==> src/rtl/uwl_pkg.sv <==
// ----------------------------------------------------------------------------
// uwl_pkg
// shared constants, codes and types of the utf-8 line wrapper
// ----------------------------------------------------------------------------
package uwl_pkg;

    localparam int BUFFER_BYTES = 8192;
    localparam int POS_W        = $clog2(BUFFER_BYTES + 1);
    localparam logic [POS_W-1:0] BUFFER_LIMIT = POS_W'(BUFFER_BYTES);

    localparam int QUEUE_DEPTH = 4;
    localparam int QPTR_W      = $clog2(QUEUE_DEPTH);
    localparam int QCNT_W      = $clog2(QUEUE_DEPTH + 1);

    localparam int MAX_RESULTS = 3;
    localparam int RIDX_W      = $clog2(MAX_RESULTS);

    localparam int VIEW_W  = 12;
    localparam int WIDE_W  = 8;
    localparam int SUM_W   = 13;
    localparam int LEN_W   = 14;
    localparam int START_W = 32;
    localparam int ADDR_W  = 4;
    localparam int DATA_W  = 32;

    localparam logic [1:0] KIND_HARD    = 2'd0;
    localparam logic [1:0] KIND_WRAP    = 2'd1;
    localparam logic [1:0] KIND_PARTIAL = 2'd2;
    localparam logic [1:0] KIND_END     = 2'd3;

    localparam logic [1:0] REG_VIEW_WIDTH  = 2'd0;
    localparam logic [1:0] REG_WIDE_WIDTH  = 2'd1;
    localparam logic [1:0] REG_BASE_OFFSET = 2'd2;

    localparam logic [VIEW_W-1:0]  VIEW_WIDTH_RESET  = 12'd800;
    localparam logic [WIDE_W-1:0]  WIDE_WIDTH_RESET  = 8'd16;
    localparam logic [START_W-1:0] BASE_OFFSET_RESET = 32'd0;

    localparam logic [7:0] CHAR_CR    = 8'd13;
    localparam logic [7:0] CHAR_LF    = 8'd10;
    localparam logic [7:0] MASK_TOP1  = 8'h80;
    localparam logic [7:0] MASK_TOP2  = 8'hc0;
    localparam logic [7:0] MASK_TOP3  = 8'he0;
    localparam logic [7:0] MASK_TOP4  = 8'hf0;
    localparam logic [7:0] CODE_CONT  = 8'h80;
    localparam logic [7:0] CODE_LEAD2 = 8'hc0;
    localparam logic [7:0] CODE_LEAD3 = 8'he0;

    typedef struct packed {
        logic [POS_W-1:0] pos;
        logic [POS_W-1:0] len;
        logic [1:0]       kind;
    } res_t;

    typedef struct packed {
        logic [RIDX_W-1:0]        count;
        res_t [MAX_RESULTS-1:0]   res;
    } entry_t;

endpackage

==> src/rtl/uwl_if.sv <==
// ----------------------------------------------------------------------------
// uwl_if
// valid/ready channels for text bytes and line results
// ----------------------------------------------------------------------------
interface uwl_in_if;
    logic       valid;
    logic       ready;
    logic [7:0] text_byte;
    logic [7:0] glyph_width;
    logic       end_of_buffer;

    modport source
    (
        output valid, text_byte, glyph_width, end_of_buffer,
        input  ready
    );
    modport sink
    (
        input  valid, text_byte, glyph_width, end_of_buffer,
        output ready
    );
endinterface

interface uwl_out_if;
    logic        valid;
    logic        ready;
    logic [31:0] line_start;
    logic [13:0] line_length;
    logic [1:0]  line_kind;
    logic        last_of_run;

    modport source
    (
        output valid, line_start, line_length, line_kind, last_of_run,
        input  ready
    );
    modport sink
    (
        input  valid, line_start, line_length, line_kind, last_of_run,
        output ready
    );
endinterface

==> src/rtl/uwl_front.sv <==
// ----------------------------------------------------------------------------
// uwl_front
// classifies one byte a cycle while the queue is not full, tracks the open line, packs the results
// ----------------------------------------------------------------------------
module uwl_front
(
    input  logic                       clk,
    input  logic                       rst_n,
    uwl_in_if.sink                     byte_ch,
    input  logic [uwl_pkg::VIEW_W-1:0] view_width,
    input  logic [uwl_pkg::WIDE_W-1:0] wide_width,
    input  logic                       full,
    output logic                       push,
    output uwl_pkg::entry_t            entry
);
    import uwl_pkg::*;

    logic [POS_W-1:0] pos_reg, pos_next;
    logic [POS_W-1:0] len_reg, len_next;
    logic [SUM_W-1:0] w_reg, w_next;
    logic             pcr_reg, pcr_next;
    logic [1:0]       cont_reg, cont_next;
    logic             skip_reg, skip_next;

    logic [RIDX_W-1:0] n;
    logic              accept;

    assign byte_ch.ready = !full;
    assign accept        = byte_ch.valid && !full;

    always_comb
    begin
        logic [POS_W-1:0]  pos;
        logic [POS_W-1:0]  len;
        logic [SUM_W-1:0]  w;
        logic [SUM_W:0]    trial;
        logic [WIDE_W-1:0] cw;
        logic [1:0]        extra;
        logic [7:0]        b;
        logic              done;
        logic              last;

        b         = byte_ch.text_byte;
        pos       = pos_reg;
        len       = len_reg;
        w         = w_reg;
        done      = 1'b0;
        pcr_next  = pcr_reg;
        cont_next = cont_reg;
        skip_next = skip_reg;
        cw        = '0;
        extra     = 2'd0;
        trial     = '0;
        n         = '0;
        entry     = '0;

        if (cont_reg != 2'd0)
        begin
            len       = len + 1'b1;
            pos       = pos + 1'b1;
            cont_next = cont_reg - 2'd1;
            done      = 1'b1;
        end
        else if (pcr_reg)
        begin
            pcr_next = 1'b0;
            if (b == CHAR_LF)
            begin
                len  = len + 1'b1;
                pos  = pos + 1'b1;
                done = 1'b1;
            end
            entry.res[n] = '{pos: pos, len: len, kind: KIND_HARD};
            n            = n + 1'b1;
            len          = '0;
            w            = '0;
        end

        if (!done)
        begin
            if (skip_reg && (b & MASK_TOP2) == CODE_CONT)
            begin
                pos = pos + 1'b1;
            end
            else
            begin
                skip_next = 1'b0;
                if (b == CHAR_CR)
                begin
                    len = len + 1'b1;
                    pos = pos + 1'b1;
                    if (byte_ch.end_of_buffer || pos >= BUFFER_LIMIT)
                    begin
                        entry.res[n] = '{pos: pos, len: len, kind: KIND_HARD};
                        n            = n + 1'b1;
                        len          = '0;
                        w            = '0;
                    end
                    else
                    begin
                        pcr_next = 1'b1;
                    end
                end
                else if (b == CHAR_LF)
                begin
                    len          = len + 1'b1;
                    pos          = pos + 1'b1;
                    entry.res[n] = '{pos: pos, len: len, kind: KIND_HARD};
                    n            = n + 1'b1;
                    len          = '0;
                    w            = '0;
                end
                else if ((b & MASK_TOP1) == 8'h00 || (b & MASK_TOP3) == CODE_LEAD2
                         || (b & MASK_TOP4) == CODE_LEAD3)
                begin
                    if ((b & MASK_TOP1) == 8'h00)
                    begin
                        cw    = byte_ch.glyph_width;
                        extra = 2'd0;
                    end
                    else if ((b & MASK_TOP3) == CODE_LEAD2)
                    begin
                        cw    = wide_width;
                        extra = 2'd1;
                    end
                    else
                    begin
                        cw    = wide_width;
                        extra = 2'd2;
                    end
                    trial = {1'b0, w} + {{(SUM_W + 1 - WIDE_W){1'b0}}, cw};
                    if (len != '0 && trial > {{(SUM_W + 1 - VIEW_W){1'b0}}, view_width})
                    begin
                        entry.res[n] = '{pos: pos, len: len, kind: KIND_WRAP};
                        n            = n + 1'b1;
                        len          = '0;
                        w            = '0;
                    end
                    w         = w + {{(SUM_W - WIDE_W){1'b0}}, cw};
                    len       = len + 1'b1;
                    pos       = pos + 1'b1;
                    cont_next = extra;
                end
                else
                begin
                    skip_next = 1'b1;
                    pos       = pos + 1'b1;
                end
            end
        end

        last = byte_ch.end_of_buffer || pos >= BUFFER_LIMIT;
        if (last)
        begin
            if (len != '0)
            begin
                entry.res[n] = '{pos: pos, len: len, kind: KIND_PARTIAL};
            end
            else
            begin
                entry.res[n] = '{pos: pos, len: '0, kind: KIND_END};
            end
            n         = n + 1'b1;
            pos_next  = '0;
            len_next  = '0;
            w_next    = '0;
            pcr_next  = 1'b0;
            cont_next = 2'd0;
            skip_next = 1'b0;
        end
        else
        begin
            pos_next = pos;
            len_next = len;
            w_next   = w;
        end
        entry.count = n;
    end

    assign push = accept && (n != '0);

    always_ff @(posedge clk or negedge rst_n)
    begin
        if (!rst_n)
        begin
            pos_reg  <= '0;
            len_reg  <= '0;
            w_reg    <= '0;
            pcr_reg  <= 1'b0;
            cont_reg <= 2'd0;
            skip_reg <= 1'b0;
        end
        else if (accept)
        begin
            pos_reg  <= pos_next;
            len_reg  <= len_next;
            w_reg    <= w_next;
            pcr_reg  <= pcr_next;
            cont_reg <= cont_next;
            skip_reg <= skip_next;
        end
    end

endmodule

==> src/rtl/uwl_queue.sv <==
// ----------------------------------------------------------------------------
// uwl_queue
// short fifo of packed result groups between front and back
// ----------------------------------------------------------------------------
module uwl_queue
(
    input  logic            clk,
    input  logic            rst_n,
    input  logic            push,
    input  uwl_pkg::entry_t wr_entry,
    output logic            full,
    input  logic            pop,
    output uwl_pkg::entry_t head,
    output logic            empty
);
    import uwl_pkg::*;

    entry_t             mem_reg [QUEUE_DEPTH];
    logic [QPTR_W-1:0]  wr_ptr_reg, wr_ptr_next;
    logic [QPTR_W-1:0]  rd_ptr_reg, rd_ptr_next;
    logic [QCNT_W-1:0]  cnt_reg, cnt_next;
    logic               do_push;
    logic               do_pop;

    assign full    = (cnt_reg == QCNT_W'(QUEUE_DEPTH));
    assign empty   = (cnt_reg == '0);
    assign do_push = push && !full;
    assign do_pop  = pop && !empty;
    assign head    = mem_reg[rd_ptr_reg];

    always_comb
    begin
        wr_ptr_next = wr_ptr_reg;
        rd_ptr_next = rd_ptr_reg;
        cnt_next    = cnt_reg;
        if (do_push)
        begin
            wr_ptr_next = (wr_ptr_reg == QPTR_W'(QUEUE_DEPTH - 1)) ? '0 : wr_ptr_reg + 1'b1;
        end
        if (do_pop)
        begin
            rd_ptr_next = (rd_ptr_reg == QPTR_W'(QUEUE_DEPTH - 1)) ? '0 : rd_ptr_reg + 1'b1;
        end
        if (do_push && !do_pop)
        begin
            cnt_next = cnt_reg + 1'b1;
        end
        else if (do_pop && !do_push)
        begin
            cnt_next = cnt_reg - 1'b1;
        end
    end

    always_ff @(posedge clk)
    begin
        if (do_push)
        begin
            mem_reg[wr_ptr_reg] <= wr_entry;
        end
    end

    always_ff @(posedge clk or negedge rst_n)
    begin
        if (!rst_n)
        begin
            wr_ptr_reg <= '0;
            rd_ptr_reg <= '0;
            cnt_reg    <= '0;
        end
        else
        begin
            wr_ptr_reg <= wr_ptr_next;
            rd_ptr_reg <= rd_ptr_next;
            cnt_reg    <= cnt_next;
        end
    end

endmodule

==> src/rtl/uwl_back.sv <==
// ----------------------------------------------------------------------------
// uwl_back
// unpacks result groups one line a cycle, while line_ch is not stalled, into the output register
// ----------------------------------------------------------------------------
module uwl_back
(
    input  logic                        clk,
    input  logic                        rst_n,
    input  uwl_pkg::entry_t             head,
    input  logic                        empty,
    output logic                        pop,
    input  logic [uwl_pkg::START_W-1:0] base_offset,
    uwl_out_if.source                   line_ch
);
    import uwl_pkg::*;

    logic [RIDX_W-1:0]  idx_reg, idx_next;
    logic               valid_reg, valid_next;
    logic [START_W-1:0] start_reg;
    logic [LEN_W-1:0]   length_reg;
    logic [1:0]         kind_reg;
    logic               last_reg;

    res_t               cur;
    logic               load;
    logic               last;
    logic [POS_W-1:0]   offset;

    assign cur    = head.res[idx_reg];
    assign load   = !empty && (!valid_reg || line_ch.ready);
    assign last   = (idx_reg == head.count - 1'b1);
    assign pop    = load && last;
    assign offset = cur.pos - cur.len;

    always_comb
    begin
        idx_next   = idx_reg;
        valid_next = valid_reg;
        if (load)
        begin
            idx_next   = last ? '0 : idx_reg + 1'b1;
            valid_next = 1'b1;
        end
        else if (line_ch.ready)
        begin
            valid_next = 1'b0;
        end
    end

    always_ff @(posedge clk)
    begin
        if (load)
        begin
            start_reg  <= base_offset + START_W'(offset);
            length_reg <= LEN_W'(cur.len);
            kind_reg   <= cur.kind;
            last_reg   <= last;
        end
    end

    always_ff @(posedge clk or negedge rst_n)
    begin
        if (!rst_n)
        begin
            idx_reg   <= '0;
            valid_reg <= 1'b0;
        end
        else
        begin
            idx_reg   <= idx_next;
            valid_reg <= valid_next;
        end
    end

    assign line_ch.valid       = valid_reg;
    assign line_ch.line_start  = start_reg;
    assign line_ch.line_length = length_reg;
    assign line_ch.line_kind   = kind_reg;
    assign line_ch.last_of_run = last_reg;

endmodule

==> src/rtl/utf8_width_line_wrap_top.sv <==
// ----------------------------------------------------------------------------
// utf8_width_line_wrap_top
// greedy utf-8 line wrapper with apb configuration
// ----------------------------------------------------------------------------
// byte_ch takes one text byte per transfer with its glyph width and an end of
// buffer flag; line_ch gives one line per transfer: start offset, length,
// kind and a flag on the last line caused by a byte.
// a byte is taken every cycle while the four-group result queue has room.
// each byte makes zero to three lines; they leave one per cycle, the first
// shown on line_ch after the queue and the output register, so sustained rate is
// one byte a cycle unless the bytes cause more than one line each on average.
// the output register is the only stage on line_ch; when the receiver stalls
// it holds its line, the queue fills and byte_ch.ready drops.
// registers: view width at 0x0, wide width at 0x4, base offset at 0x8;
// write them only while idle.
// reset clears the line state, empties the queue and loads 800, 16 and 0.
// ----------------------------------------------------------------------------
module utf8_width_line_wrap_top
(
    input  logic                       clk,
    input  logic                       rst_n,
    uwl_in_if.sink                     byte_ch,
    uwl_out_if.source                  line_ch,
    input  logic                       psel,
    input  logic                       penable,
    input  logic                       pwrite,
    input  logic [uwl_pkg::ADDR_W-1:0] paddr,
    input  logic [uwl_pkg::DATA_W-1:0] pwdata,
    output logic [uwl_pkg::DATA_W-1:0] prdata,
    output logic                       pready
);
    import uwl_pkg::*;

    logic [VIEW_W-1:0]  view_width_reg;
    logic [WIDE_W-1:0]  wide_width_reg;
    logic [START_W-1:0] base_offset_reg;
    logic [1:0]         reg_index;
    logic               wr_en;

    logic   push;
    logic   full;
    logic   pop;
    logic   empty;
    entry_t wr_entry;
    entry_t head;

    assign pready    = 1'b1;
    assign reg_index = paddr[3:2];
    assign wr_en     = psel && penable && pwrite && pready;

    always_ff @(posedge clk or negedge rst_n)
    begin
        if (!rst_n)
        begin
            view_width_reg  <= VIEW_WIDTH_RESET;
            wide_width_reg  <= WIDE_WIDTH_RESET;
            base_offset_reg <= BASE_OFFSET_RESET;
        end
        else if (wr_en)
        begin
            case (reg_index)
                REG_VIEW_WIDTH:  view_width_reg  <= pwdata[VIEW_W-1:0];
                REG_WIDE_WIDTH:  wide_width_reg  <= pwdata[WIDE_W-1:0];
                REG_BASE_OFFSET: base_offset_reg <= pwdata[START_W-1:0];
                default:         ;
            endcase
        end
    end

    always_comb
    begin
        case (reg_index)
            REG_VIEW_WIDTH:  prdata = {{(DATA_W - VIEW_W){1'b0}}, view_width_reg};
            REG_WIDE_WIDTH:  prdata = {{(DATA_W - WIDE_W){1'b0}}, wide_width_reg};
            REG_BASE_OFFSET: prdata = base_offset_reg;
            default:         prdata = '0;
        endcase
    end

    uwl_front u_front
    (
        .clk        (clk),
        .rst_n      (rst_n),
        .byte_ch    (byte_ch),
        .view_width (view_width_reg),
        .wide_width (wide_width_reg),
        .full       (full),
        .push       (push),
        .entry      (wr_entry)
    );

    uwl_queue u_queue
    (
        .clk      (clk),
        .rst_n    (rst_n),
        .push     (push),
        .wr_entry (wr_entry),
        .full     (full),
        .pop      (pop),
        .head     (head),
        .empty    (empty)
    );

    uwl_back u_back
    (
        .clk         (clk),
        .rst_n       (rst_n),
        .head        (head),
        .empty       (empty),
        .pop         (pop),
        .base_offset (base_offset_reg),
        .line_ch     (line_ch)
    );

    a_no_push_when_full : assert property (@(posedge clk) disable iff (!rst_n)
        push |-> !full)
        else $error("result group pushed into a full queue");

    a_end_of_buffer_makes_line : assert property (@(posedge clk) disable iff (!rst_n)
        (byte_ch.valid && byte_ch.ready && byte_ch.end_of_buffer) |-> push)
        else $error("end of buffer without a closing result");

    a_end_marker_empty : assert property (@(posedge clk) disable iff (!rst_n)
        (line_ch.valid && line_ch.line_kind == KIND_END)
            |-> (line_ch.line_length == '0 && line_ch.last_of_run))
        else $error("end marker with a length or not last");

    a_group_nonempty : assert property (@(posedge clk) disable iff (!rst_n)
        !empty |-> (head.count != '0))
        else $error("queue holds an empty result group");

endmodule
==> src/flat_wrapper.sv <==
// flat-port wrapper written by rule: the top's interface ports become plain ports
module utf8_width_line_wrap_top_flat import uwl_pkg::*;
  (clk, rst_n, psel, penable, pwrite, paddr, pwdata, prdata, pready, byte_ch_valid, byte_ch_text_byte, byte_ch_glyph_width, byte_ch_end_of_buffer, byte_ch_ready, line_ch_valid, line_ch_line_start, line_ch_line_length, line_ch_line_kind, line_ch_last_of_run, line_ch_ready);
  uwl_in_if byte_ch_i ();
  uwl_out_if line_ch_i ();
  input  logic clk;
  input  logic rst_n;
  input  logic psel;
  input  logic penable;
  input  logic pwrite;
  input  logic [uwl_pkg::ADDR_W-1:0] paddr;
  input  logic [uwl_pkg::DATA_W-1:0] pwdata;
  output logic [uwl_pkg::DATA_W-1:0] prdata;
  output logic pready;
  input wire logic [$bits(byte_ch_i.valid)-1:0] byte_ch_valid;
  input wire logic [$bits(byte_ch_i.text_byte)-1:0] byte_ch_text_byte;
  input wire logic [$bits(byte_ch_i.glyph_width)-1:0] byte_ch_glyph_width;
  input wire logic [$bits(byte_ch_i.end_of_buffer)-1:0] byte_ch_end_of_buffer;
  output wire logic [$bits(byte_ch_i.ready)-1:0] byte_ch_ready;
  output wire logic [$bits(line_ch_i.valid)-1:0] line_ch_valid;
  output wire logic [$bits(line_ch_i.line_start)-1:0] line_ch_line_start;
  output wire logic [$bits(line_ch_i.line_length)-1:0] line_ch_line_length;
  output wire logic [$bits(line_ch_i.line_kind)-1:0] line_ch_line_kind;
  output wire logic [$bits(line_ch_i.last_of_run)-1:0] line_ch_last_of_run;
  input wire logic [$bits(line_ch_i.ready)-1:0] line_ch_ready;
  assign byte_ch_i.valid = byte_ch_valid;
  assign byte_ch_i.text_byte = byte_ch_text_byte;
  assign byte_ch_i.glyph_width = byte_ch_glyph_width;
  assign byte_ch_i.end_of_buffer = byte_ch_end_of_buffer;
  assign byte_ch_ready = byte_ch_i.ready;
  assign line_ch_valid = line_ch_i.valid;
  assign line_ch_line_start = line_ch_i.line_start;
  assign line_ch_line_length = line_ch_i.line_length;
  assign line_ch_line_kind = line_ch_i.line_kind;
  assign line_ch_last_of_run = line_ch_i.last_of_run;
  assign line_ch_i.ready = line_ch_ready;
  utf8_width_line_wrap_top u_core (.clk(clk), .rst_n(rst_n), .byte_ch(byte_ch_i), .line_ch(line_ch_i), .psel(psel), .penable(penable), .pwrite(pwrite), .paddr(paddr), .pwdata(pwdata), .prdata(prdata), .pready(pready));
endmodule
==> config.mk <==
export PLATFORM = sky130hd
export DESIGN_NAME = utf8_width_line_wrap_top_flat
export DESIGN_NICKNAME = d
export VERILOG_FILES = /design/src/rtl/uwl_pkg.sv /design/src/rtl/uwl_if.sv /design/src/rtl/uwl_front.sv /design/src/rtl/uwl_queue.sv /design/src/rtl/uwl_back.sv /design/src/rtl/utf8_width_line_wrap_top.sv /design/src/flat_wrapper.sv
export SDC_FILE = /design/constraint.sdc
export NUM_CORES = 1
export LEC_CHECK = 0
export ABC_AREA = 1
export BUFFER_PORTS_ARGS = -buffer_cell sky130_fd_sc_hd__buf_2
export CAP_MARGIN = 20
export CORE_MARGIN = 4
export CORE_UTILIZATION = 28
export DETAILED_ROUTE_END_ITERATION = 8
export GPL_ROUTABILITY_DRIVEN = 0
export HOLD_SLACK_MARGIN = 0.15
export PLACE_DENSITY_LB_ADDON = 0.12
export SYNTH_ARGS = -nofsm -noshare
export SYNTH_HDL_FRONTEND = slang
export SYNTH_SLANG_ARGS = --single-unit
==> constraint.sdc <==
create_clock -name clk -period 24.1 [get_ports clk]
set_clock_uncertainty 0.2 [all_clocks]
set_input_delay 3.615 -clock clk [delete_from_list [all_inputs] [get_ports clk]]
set_output_delay 3.615 -clock clk [all_outputs]
set_load 0.01 [all_outputs]
==> Word level (Yosys, flattened, before mapping) <==
Memory sizes are Yosys's and may differ from the RTL's.
Cells that the tools add are included.
{ "totals": {"wordCells": 202, "mem_bits_rw": 368, "mem_count": 1, "reg_bits": 156} }
{ "op_classes": {"mux": 107, "n_lt_le_gt_ge": 8, "reduce_logical": 37, "n_eq_ne": 13, "add_sub_neg": 18} }
{ "memory_table": {"columns": ["memory", "words", "width", "rd", "rd_ports_with_merged_regs", "wr", "line", "source"], "rows": [
  ["u_core.u_queue.mem_reg", 4, 92, 1, 0, 1, "uwl_queue.sv:18", "entry_t mem_reg [QUEUE_DEPTH];"]
]} }
{ "ops": {"columns": ["operator", "count"], "rows": [
  ["$mux 90", 9],
  ["$bwmux 90", 4],
  ["$mux 14", 21],
  ["$mux 13", 15],
  ["$mux 30", 5],
  ["$demux 30 s2", 2],
  ["$pmux 32 s3", 1],
  ["$add 14x1->14 const B", 5],
  ["$bmux 30 s2", 1],
  ["$mux 8", 6],
  ["$mux 2", 21],
  ["$add 32x14->32", 1],
  ["$ge 14x14->1 const B", 2],
  ["$reduce_bool 14->1", 2],
  ["$mux 1", 20],
  ["$eq 8x4->1 const B", 2],
  ["$add 13x8->14", 1],
  ["$gt 14x12->1", 1],
  ["$logic_and 1x1->1", 14],
  ["$sub 14x14->14", 1],
  ["$add 13x8->13", 1],
  ["$add 2x1->2 const B", 5],
  ["$lt 2x3->1 const B", 3],
  ["$eq 2x2->1 const B", 4],
  ["other kinds (18)", 36]
]} }

==> Logic depth before layout (Yosys ltp) <==
{ "logic_depth": {"word_depth": 26, "mapped_depth": 49} }

==> Hierarchy <==
From an unflattened synthesis, not the netlist that was laid out.
{ "unflattened": {"cells_unflattened": 3551, "area_unflattened_um2": 30401.7} }
{ "by_module_without_submodules": {"columns": ["mod", "cells_each", "n_inst", "seq_area_each_um2", "area_each_um2"], "rows": [
  ["uwl_queue", 1134, 1, 11225.8, 15175.8],
  ["uwl_front", 1458, 1, 1126.1, 8134.1],
  ["uwl_back", 635, 1, 1546.5, 4675.7],
  ["utf8_width_line_wrap_top", 324, 1, 1306.3, 2416.1]
]} }

==> Worst setup path before layout <==
Ideal clock, no wire load.
{ "synth_path": {"path_type": "input to register", "startpoint": "input byte_ch_text_byte[7]", "endpoint": "memory u_core.u_queue.mem_reg[0][0] (netlist bit), enable pin", "setup_slack_ns": 11.383, "path_stages": 36, "arrival_ns": 11.974, "setup_time_ns": 0.543, "n_path_buf": 2, "cell_sequence": "buf_4 -> o21ai_0 -> inv_1 -> ha_1 -> a21boi_1 -> nand2_1 -> nand2_1 -> nand3_1 -> o21ai_0 -> xor2_1 -> inv_1 -> ha_1 -> nand2_1 -> inv_1 -> nor3_1 -> nand2_1 -> nand2_1 -> nand2_1 -> a21oi_1 -> nand2_1 -> nor2_1 -> nor2_2 -> buf_2 -> ha_1 -> nand2_1 -> o21ai_0 -> o22ai_1 -> o21ai_0 -> o22ai_1 -> inv_1 -> ha_1 -> nand2_1 -> o21ai_0 -> or2_2 -> nand2_1 -> nor2_1"} }
{ "synth_lines": {"columns": ["item", "line", "source"], "rows": [
  ["from (decl)", "flat_wrapper.sv:16", "input wire logic [$bits(byte_ch_i.text_byte)-1:0] byte_ch_text_byte;"],
  ["to (decl)", "uwl_queue.sv:18", null]
]} }

==> results_dict.tcl <==
set metrics [dict create \
    synth-main-ff-cell "edfxtp_1" \
    cts_resized 0 \
    worst_pin_slew_ns 1.16 \
    rows 115 \
    ys_seq_elements 524 \
    syn_nets 3235 \
    cp.required_ns 24.11 \
    synthArstFlopShare 0.204 \
    fin_crit_sh 0.468 \
    clk_pin_slew_ns 0.06 \
    drv_slew 0 \
    stdcell_area_um2 32400 \
    drt-pass1-iter-count 5 \
    mostFrequentLayoutCell "nand2_1" \
    finalHoldViolations 0 \
    hold_path.class "register to register" \
    grt_pass1_vias 22400 \
    placed_cell_area_um2 30200 \
    place_ws_ns 12.04 \
    yosysUniqueCellTypes 66 \
    crit_type "primary input to register" \
    areaGrowthSynthToFinish_pct 15.3 \
    antenna_found_initial 1 \
    wirelength_mm 101 \
    dpl.hpwl_mm 67.8 \
    clock_path_buffers 3 \
    first_iter_violations 1866 \
    synth.cell_area_um2 28100 \
    clk_root_buffer_cell "clkbuf_16" \
    outcome "finished, final reports clean" \
    setup_violations 0 \
    mostFrequentLayoutCells "nand2_1, edfxtp_1, nor2_1, o21ai_0, inv_1" \
    start_util 0.284 \
    synth_area_per_cell_um2 9.06 \
    holdPathStages 2 \
    largest_reg_flops 368 \
    setup_ws_ns 12.83 \
    ant_nets 0 \
    wl_per_cell_um 22.1 \
    fp.dieW_um 325 \
    path_common_cell "nand2_1" \
    overflow 0 \
    design.core.area_um2 99000 \
    crit_slowest_cell "buf_4" \
    yosys_warnings 0 \
    synth_cells 3103 \
    rr_worst_depth 45 \
    grt_pass1_wl_mm 150 \
    grt_max_degree 115 \
    numCtsBuffers 66 \
    cp-start-kind "primary input" \
    critPathCaptureType "register" \
    ys_seq_area_frac 0.541 \
    cts_tree "yes" \
    boundaryPins 144 \
    clock_sinks 524 \
    cap_violations 0 \
    route.vias.total 22900 \
    drive_above_1_share 0.114 \
    nFillCells 10300 \
    n_antenna_cell 0 \
    synth_enable_flop_cells 417 \
    crit_path_max_fanout 53 \
    critPathArrivalTime_ns 11.28 \
    slew_headroom 0.223 \
    pwr_density_cell_nw_per_um2 152 \
    io_buffers 140 \
    clock.fmax_mhz 88.7 \
    critPathMaxStageDelay_ns 0.83 \
    hold_ws_ns 0.284 \
    viasPerCell 5.04 \
    drc 0 \
    cts_setup_buffers 0 \
    setup_tns_ns 0 \
    h-tree-depth 3 \
    grt_usage 0.187 \
    clock_latency_ns 0.61 \
    die_y_um 325 \
    peakVddDrop_mv 0.0823 \
    die_area_um2 105000 \
    min_period_ns 11.27 \
    rsz0062_at_grt "no" \
    nets 3342 \
    ctsHoldBuffers 0 \
    p_leak_nw 12.9 \
]
per-layer routing:
metal | up-vias | track usage | wire length [µm]
li1 | 11000 | - | -
met2 | 568 | 0.310 | 47300
met4 | 0 | 0.0474 | 2080
met3 | 119 | 0.0281 | 5330
met5 | - | 0 | 0
met1 | 11300 | 0.256 | 45900
through the flow:
step | utilization | std cells | total power [W]
finish | 0.327 | 4548 | 0.00493
global route | 0.327 | 4548 | 0.00532
CTS | 0.327 | 4546 | 0.00500
detailed placement | 0.305 | 4427 | 0.00397
global placement | 0.305 | 4427 | 0.00399
floorplan | - | 3103 | 0.00305
where the power goes:
group / switching (W) / internal (W) / leakage, nW / total [W]
Clock: 0.000398 / 0.000605 / 1.06 / 0.00100
Sequential: 0.000100 / 0.00131 / 5.26 / 0.00141
Combinational: 0.00176 / 0.000752 / 6.62 / 0.00252
synth_stat cells (all sizes together), types with 3 or more instances:
library cell / number / area, µm²
nand2: 580 / 2240
nor2: 420 / 1650
edfxtp: 417 / 12500
o21ai: 370 / 1860
inv: 319 / 1200
nand3: 133 / 708
a21oi: 121 / 613
clkbuf: 111 / 417
dfrtp: 103 / 2580
o22ai: 83 / 526
xor2: 71 / 622
ha: 69 / 863
o221ai: 53 / 464
nor3: 46 / 258
buf: 36 / 193
o211ai: 30 / 225
nand4: 26 / 163
a31oi: 15 / 106
o21bai: 10 / 75.1
a22oi: 8 / 60.1
xnor2: 8 / 70.1
o31ai: 7 / 52.6
a32o: 6 / 60.1
nand3b: 5 / 37.5
o2111ai: 5 / 43.8
a21boi: 4 / 30.0
a21o: 4 / 30.0
clkinv: 4 / 15.0
dfstp: 4 / 105
nor4: 4 / 25.0
a211oi: 3 / 22.5
fa: 3 / 60.1
o32ai: 3 / 26.3
cell type report:
type	count	area (µm²)	area share
Clock buffer	77	1750	0.0539
Clock inverter	42	430	0.0133
Inverter	323	1220	0.0376
Multi-Input combinational cell	2109	11100	0.343
Sequential cell	524	15200	0.469
Tap cell	1287	1610	0.0497
Timing Repair Buffer	186	1060	0.0327
kinds of logic after synthesis:
family | Yosys count | synth area share
muxes | 2 | 0.000713
other | 1 | 0.000133
DFF | 524 | 0.541
adders and majority gates | 72 | 0.0329
xor gates and xnor gates | 79 | 0.0246
buffers and inverters | 470 | 0.0648
AOI/OAI and AO/OA | 736 | 0.154
and+or+nand+nor | 1219 | 0.182
worst max-delay path: cells and delay by family:
family | cells | cell delay, ns
xor gates and xnor gates | 1 | 0.19
and+or+nand+nor | 17 | 2.15
buffers and inverters | 7 | 2.06
AOI/OAI and AO/OA | 9 | 1.82
adders and majority gates | 4 | 1.35
path summary, 6_finish.rpt:
path	start	to	slack, ns
max in group asynchronous	rst_n	u_core.u_queue.rd_ptr_reg[0]	19.24
worst max-delay path	byte_ch_text_byte[7]	u_core.u_queue.mem_reg[3][2]	12.83
min in group asynchronous	rst_n	u_core.base_offset_reg[24]	2.64
worst min register to register	u_core.u_front.w_reg[4]	u_core.u_front.w_reg[4]	0.28
worst min-delay path	u_core.u_front.w_reg[4]	u_core.u_front.w_reg[4]	0.28
worst max register to register	u_core.u_front.cont_reg[1]	u_core.u_queue.mem_reg[3][2]	14.08
No activity file was read; power rests on OpenSTA's default activity.
